--- src/rtl/core/rbba_pkg.sv ---
// ----------------------------------------------------------------------------
// rbba_pkg
// Shared types and constants of the region bounding-box and area accumulator.
// ----------------------------------------------------------------------------
package rbba_pkg;

    localparam int COORD_W = 10;
    localparam int LABEL_W = 8;
    localparam int AREA_W  = 21;

    // Frame limits; coordinates at or past them clamp to the last column/row.
    localparam int MAX_WIDTH  = 1024;
    localparam int MAX_HEIGHT = 1024;

    // Default table depth; labels at or past it bypass the table.
    localparam int MAX_LABELS_DEF = 256;
    // Labels that the label field can carry at all.
    localparam int LABEL_SPAN     = 1 << LABEL_W;

    // Pixel count stops here.
    localparam logic [AREA_W-1:0] AREA_SAT = AREA_W'(1048576);

    typedef logic [COORD_W-1:0] coord_t;
    typedef logic [LABEL_W-1:0] label_t;
    typedef logic [AREA_W-1:0]  area_t;

    typedef struct packed {
        logic   first_of_frame;
        coord_t pixel_x;
        coord_t pixel_y;
        label_t region_label;
    } pixel_word_t;

    typedef struct packed {
        label_t label_out;
        coord_t box_xmin;
        coord_t box_xmax;
        coord_t box_ymin;
        coord_t box_ymax;
        coord_t centre_x;
        coord_t centre_y;
        area_t  pixel_area;
    } stats_word_t;

    // One table entry: bounding box and count of a label.
    typedef struct packed {
        coord_t xmin;
        coord_t xmax;
        coord_t ymin;
        coord_t ymax;
        area_t  area;
    } entry_t;

    // Lookup status of the pixel in the update stage.
    typedef struct packed {
        logic hit;       // label has a live entry this frame
        logic in_range;  // label maps into the table
    } lookup_t;

endpackage

--- src/rtl/core/rbba_update.sv ---
// ----------------------------------------------------------------------------
// rbba_update
// Merges one pixel into a label entry and forms the outgoing statistics word.
// ----------------------------------------------------------------------------
module rbba_update
    import rbba_pkg::*;
(
    input  pixel_word_t pix,
    input  entry_t      old_entry,
    input  lookup_t     lookup,
    output entry_t      new_entry,
    output stats_word_t stats
);

    coord_t px;
    coord_t py;
    entry_t fresh;
    entry_t merged;
    entry_t shown;
    coord_t span_x;
    coord_t span_y;

    // Clamp to frame.
    assign px = (32'(pix.pixel_x) >= MAX_WIDTH)  ? COORD_W'(MAX_WIDTH - 1)  : pix.pixel_x;
    assign py = (32'(pix.pixel_y) >= MAX_HEIGHT) ? COORD_W'(MAX_HEIGHT - 1) : pix.pixel_y;

    assign fresh = '{xmin: px, xmax: px, ymin: py, ymax: py, area: AREA_W'(1)};

    always_comb
    begin
        merged      = old_entry;
        merged.xmin = (px < old_entry.xmin) ? px : old_entry.xmin;
        merged.xmax = (px > old_entry.xmax) ? px : old_entry.xmax;
        merged.ymin = (py < old_entry.ymin) ? py : old_entry.ymin;
        merged.ymax = (py > old_entry.ymax) ? py : old_entry.ymax;
        merged.area = (old_entry.area < AREA_SAT) ? old_entry.area + AREA_W'(1)
                                                  : old_entry.area;
    end

    assign new_entry = lookup.hit ? merged : fresh;
    // Out-of-table labels report the lone pixel.
    assign shown     = lookup.in_range ? new_entry : fresh;

    assign span_x = shown.xmax - shown.xmin;
    assign span_y = shown.ymax - shown.ymin;

    assign stats.label_out  = pix.region_label;
    assign stats.box_xmin   = shown.xmin;
    assign stats.box_xmax   = shown.xmax;
    assign stats.box_ymin   = shown.ymin;
    assign stats.box_ymax   = shown.ymax;
    assign stats.centre_x   = shown.xmin + (span_x >> 1);
    assign stats.centre_y   = shown.ymin + (span_y >> 1);
    assign stats.pixel_area = shown.area;

endmodule
--- config.mk ---
export PLATFORM = sky130hd
export DESIGN_NAME = rbba_update
export DESIGN_NICKNAME = d
export VERILOG_FILES = /design/src/rtl/core/rbba_pkg.sv /design/src/rtl/core/rbba_update.sv
export SDC_FILE = /design/constraint.sdc
export NUM_CORES = 1
export LEC_CHECK = 0
export BUFFER_PORTS_ARGS = -buffer_cell sky130_fd_sc_hd__buf_2
export CAP_MARGIN = 30
export CORE_MARGIN = 10
export CORE_UTILIZATION = 40
export DETAILED_ROUTE_END_ITERATION = 8
export PLACE_DENSITY = 0.71
export SYNTH_ARGS = -nofsm -noshare
export SYNTH_HDL_FRONTEND = slang
export SYNTH_SLANG_ARGS = --single-unit
--- constraint.sdc ---
create_clock -name vclk -period 6.77
set_clock_uncertainty 0.2 [all_clocks]
set_input_delay 0.3385 -clock vclk [all_inputs]
set_output_delay 0.3385 -clock vclk [all_outputs]
set_load 0.01 [all_outputs]
==> flow_summary.toml, run 1 <==
[die]
start_util = 0.4145
top_level_ports = 242
die_y_um = 121.3
core_area_um2 = 9910
die_w_um = 121.3
dieArea_um2 = 14720
fp-row-count = 36

[grt]
first_global_vias = 4873
grt_max_degree = 46
antenna_found_initial = 0
grt_overflow = 0
grt-busiest-layer = "met2"
gr-usage-met3 = 0.04653
grt_first_pass_wirelength_um = 23300
grt_use_total = 0.1854
grt_use_met1 = 0.2077
use_met2 = 0.3468

[critical_path]
critPathLaunch = "pix[12]"
worst-path-max-fanout = 18
path_cells = "buf_2, ha_1, nand4_1, a21oi_1, nor4_2, nor2_2, mux2_4, nor3_2, inv_1, fa_1, a21o_1, a21oi_1, xnor2_1, ha_1, inv_1, o21bai_1, a21oi_1, o21bai_1, a21oi_1, o21ai_0, xor2_1, buf_2"
cp_top_family = "compound AO/OA/AOI/OAI gates"
endpoint_kind = "output pin"
crit_top_cell = "a21oi_1"
critical_path_arrival_ns = 5.01
crit_required_ns = 6.23
critPathLaunchType = "input pin"
slowest_stage = "nor2_2"
worstPathBufferInverterCount = 4
worstSetupPathType = "in -> out"
max_stage_delay_ns = 0.58

[clock_tree]
hold_buffers = 0
post_cts_resized = 0
cts_setup_buffers = 0

[layout]
seqCellArea_um2 = 0
drive_gt1_frac = 0.2991
fin_nets = 990
finalNonFillerCells = 953
syn_to_final_growth_pct = 29.00
n_clock_buffer = 0
seq_cell_count = 0

[sta]
slew_violations = 0
min_period_ns = 5.550
fin_crit_sh = 0.8198
rsz0062_at_grt = "no"
setup_tns_ns = 0
max_clock_freq_mhz = 180.2
hold_viol = 0
setup_viol = 0
relSlewSlack = 0.5197
tightestPinTransition_ns = 0.7196

[place]
placed_cells = 952
place_hpwl_um = 13060
numPortBuffers = 225
gp_congestion = 0.8868

[yosys]
synth_cell_types = 54
synthTopCellsByCount = "inv_1 (95), ha_1 (73), nor2_1 (65)"
yosys.area.top_type = "ha_1"
yosys.area.top_type_share = 0.2224
post-synth-top-count-cell = "inv_1"
ys_warn_count = 0
netlist_area_um2 = 4108
synth_nets = 786
avgSynthCellArea_um2 = 6.658
syn-instance-count = 617
synth.area.top_cells = "ha_1 (22%), inv_1 (8.7%), xnor2_1 (7.7%)"
ys_seq_area_frac = 0

[detailed_routing]
first_iter_violations = 183
drcViolationCount = 0
wl_per_cell_um = 15.47
vias = 4783
drtPass1Iterations = 5
ant_nets = 0
routed_wl_um = 14750
viasPerCell = 5.019

[min_path]
min-delay-start = "pix[0]"
hold_class = "in -> out"

[job]
cap_violations = 0

[power_and_ir_drop]
power_density_nw_per_um2 = 178.9
p_total_mw = 0.9480
ir_drop_uv = 157.8
leakage_nw = 3.093

[outcome]
status = "complete, no violations"
## area by class of cell
cell class	instances	area (um2)
antenna	1	2.502
multi-input combinational	494	3613
timing repair buffer	229	1156
fill	1037	4611
tap	133	166.4
inverter	96	360.3
## power breakdown
group / internal [mW] / total (mW) / switching (mW)
clock: 0.0000000198 / 0.0000000198 / 0
sequential: 0 / 0 / 0
combinational: 0.418 / 0.948 / 0.530
## metal layers
metal | up-vias | wire length (um)
met1 | 2114 | 5978
met2 | 162 | 7334
li1 | 2491 | -
met5 | - | 0
met3 | 16 | 1212
met4 | 0 | 221
## stage by stage
stage	utilization	instance area (um2)	hold slack [ns]	setup WS [ns]
6_report	0.5347	5299	0.4770	1.220
5_1_grt	0.5345	5296	0.4770	0.7379
4_1_cts	0.5345	5296	0.4771	1.155
3_5_place_dp	0.5345	5296	0.4771	1.169
3_3_place_gp	0.5345	5296	0.4771	1.192
2_1_floorplan	-	4108	0.5688	1.783
## cell usage in the layout (no fill, tap or decap), types with 6 or more instances in the layout
cell | synthesis | layout
xor2_1 | 14 | 14
o21a_1 | 7 | 7
xnor2_1 | 36 | 36
ha_1 | 73 | 73
a21o_1 | 20 | 20
nand2_1 | 44 | 44
mux2i_1 | 22 | 22
inv_1 | 95 | 95
nor2b_1 | 7 | 7
o21bai_1 | 14 | 14
and2_1 | 28 | 28
nand3_1 | 12 | 12
a21oi_1 | 42 | 42
and3_1 | 8 | 8
nor2_1 | 65 | 65
nor3_1 | 6 | 6
o21ai_0 | 31 | 31
buf_2 | 2 | 225
nand4_1 | 9 | 9
## cell families (layout without fill, tap and decap cells)
kind of cell / after synthesis / after routing / share of synthesized area
simple gates: 199 / 199 / 0.2397
other cells: 0 / 1 / 0
buf+inv: 123 / 325 / 0.1203
xor+xnor: 50 / 50 / 0.1066
fa+ha+maj: 77 / 77 / 0.2419
compound gates: 142 / 142 / 0.2260
mux: 26 / 26 / 0.06549
## final timing paths
kind                   endpoint  cells after the start
worst max-delay path  stats[30]                     22
worst min-delay path  stats[81]                      0
No activity file was read; power rests on OpenSTA's default activity.
==> run 2, diff against run 1 <==
- clock period: 6.77 -> 5.4 ns (I/O delays scaled with it)
==> run 2 against run 1 <==
Net effect: clock-buffer cell count unchanged; sequential share of layout area unchanged; critical path depth increased by 1; flip-flop and latch count unchanged; routed wire length decreased by 0.91%; largest cell class unchanged; non-clock buffer count increased by 6; final cell count increased by 0.52%; first-iteration DRC count increased by 16%; die area unchanged.
==> flow_summary.toml, run 2 (synthesis gave the netlist of run 1 again) <==
[sta]
relSlewSlack = 0.5384
slew_violations = 0
fin_crit_sh = 0.9319
hold_viol = 0
rsz0062_at_grt = "yes"
tightestPinTransition_ns = 0.6871
min_period_ns = 5.032
setup_viol = 0
max_clock_freq_mhz = 198.7

[layout]
insertedDiodeCount = 0
drive_gt1_frac = 0.3103
n_clock_buffer = 0
seqCellArea_um2 = 0
finalInstanceArea_um2 = 5363
mostFrequentLayoutCells = "buf_2 (225), inv_1 (95), ha_1 (73), nor2_1 (64), nand2_1 (44)"
fin_nets = 996
syn_to_final_growth_pct = 30.55
final_common_cell = "buf_2"
seq_cell_count = 0

[grt]
grt_max_degree = 49
first_global_vias = 4836
antenna_found_initial = 1
grt_overflow = 0
grt_first_pass_wirelength_um = 23500
grt_use_total = 0.1865

[power_and_ir_drop]
pwr-share-comb = 1.000
p_int_mw = 0.5349
netSwitchingFraction = 0.5547
ir_drop_uv = 213.4
leakage_nw = 3.125
p_seq_frac = 0
p_total_mw = 1.201
clkPwrFrac = 0
power.switching_mw = 0.6663
power_density_nw_per_um2 = 224.0

[clock_tree]
post_cts_resized = 0
hold_buffers = 0
cts_setup_buffers = 0

[detailed_routing]
drcViolationCount = 0
routed_wl_um = 14610
first_iter_violations = 212
ant_nets = 0
drtPass1Iterations = 4
vias = 4825
viasPerCell = 5.037
wl_per_cell_um = 15.25

[die]
start_util = 0.4145
die_y_um = 121.3
top_level_ports = 242
fp-row-count = 36
die_w_um = 121.3
dieArea_um2 = 14720
core_area_um2 = 9910

[critical_path]
critPathLaunchType = "input pin"
worstSetupPathType = "in -> out"
crit_required_ns = 4.93
critical_path_arrival_ns = 4.56
worst-path-max-fanout = 7
endpoint_kind = "output pin"

[job]
cap_violations = 0

[place]
placed_cell_area_um2 = 5341
gp_congestion = 0.9265
numPortBuffers = 225
place_hpwl_um = 13120

[outcome]
status = "complete, no violations"

[min_path]
hold_class = "in -> out"
[run 2: cell types whose count changed in the layout (fill, tap and decap cells not counted)]
cell | previous run | this run
a21oi_1 | 42 | 39
buf_4 | 4 | 10
o21ai_1 | 2 | 4
nor2_1 | 65 | 64
o21ai_0 | 31 | 29
a21oi_2 | 1 | 4
diode_2 | 1 | 0
xor2_2 | 0 | 1
nor2_2 | 1 | 2
xor2_1 | 14 | 13
[run 2: layout make-up]
class	count	area, um2
fillers	1064	4547
multi-input cells	494	3635
repair buffers	235	1201
inverters	96	360.3
well taps	133	166.4
[run 2: final timing paths]
kind / startpoint / end / depth (start not counted)
max: pix[15] / stats[29] / 23
min: pix[0] / stats[81] / 0
[run 2: metal layers]
metal	routed length [um]	part of all wire	track usage	vias to the layer above
met5	0	0	0	-
met4	252	0.017	0.02981	0
met3	1218	0.083	0.05212	18
met2	7125	0.49	0.3430	157
met1	6015	0.41	0.2107	2148
li1	-	-	-	2502
[run 2: critical path, stage by stage]
cell,delay [ns]
buf_2,0.14
ha_1,0.31
a21oi_1,0.21
o22ai_1,0.13
nor4_2,0.29
nor2_2,0.15
mux2_4,0.33
nor3_2,0.19
inv_1,0.08
fa_1,0.43
a21o_1,0.20
a21oi_1,0.23
xnor2_1,0.15
ha_1,0.26
inv_1,0.08
nor2_1,0.04
nor2_1,0.17
o21bai_1,0.10
a21oi_1,0.23
o21bai_1,0.10
a21oi_1,0.18
xnor2_1,0.13
buf_2,0.15
[run 2: per-stage QoR]
stage                     utilization  hold slack, ns  worst slack (ns)  std cells  TNS (ns)
after floorplan                     -          0.4318            0.5504        617         0
after detailed placement       0.5390          0.3401            0.2457        958         0
after CTS                      0.5390          0.3401            0.2400        958         0
after global routing           0.5412          0.3400          -0.04566        958  -0.04792
after global placement         0.5390          0.3401            0.3200        958         0
final                          0.5412          0.3400            0.3676        958         0
[run 2: power by group through the flow]
stage               registers, mW  logic [mW]  clock network [mW]
finish                          0        1.20                   0
global route                    0        1.35                   0
CTS                             0        1.21                   0
detailed placement              0        1.20                   0
global placement                0        1.19                   0
floorplan                       0       0.808                   0
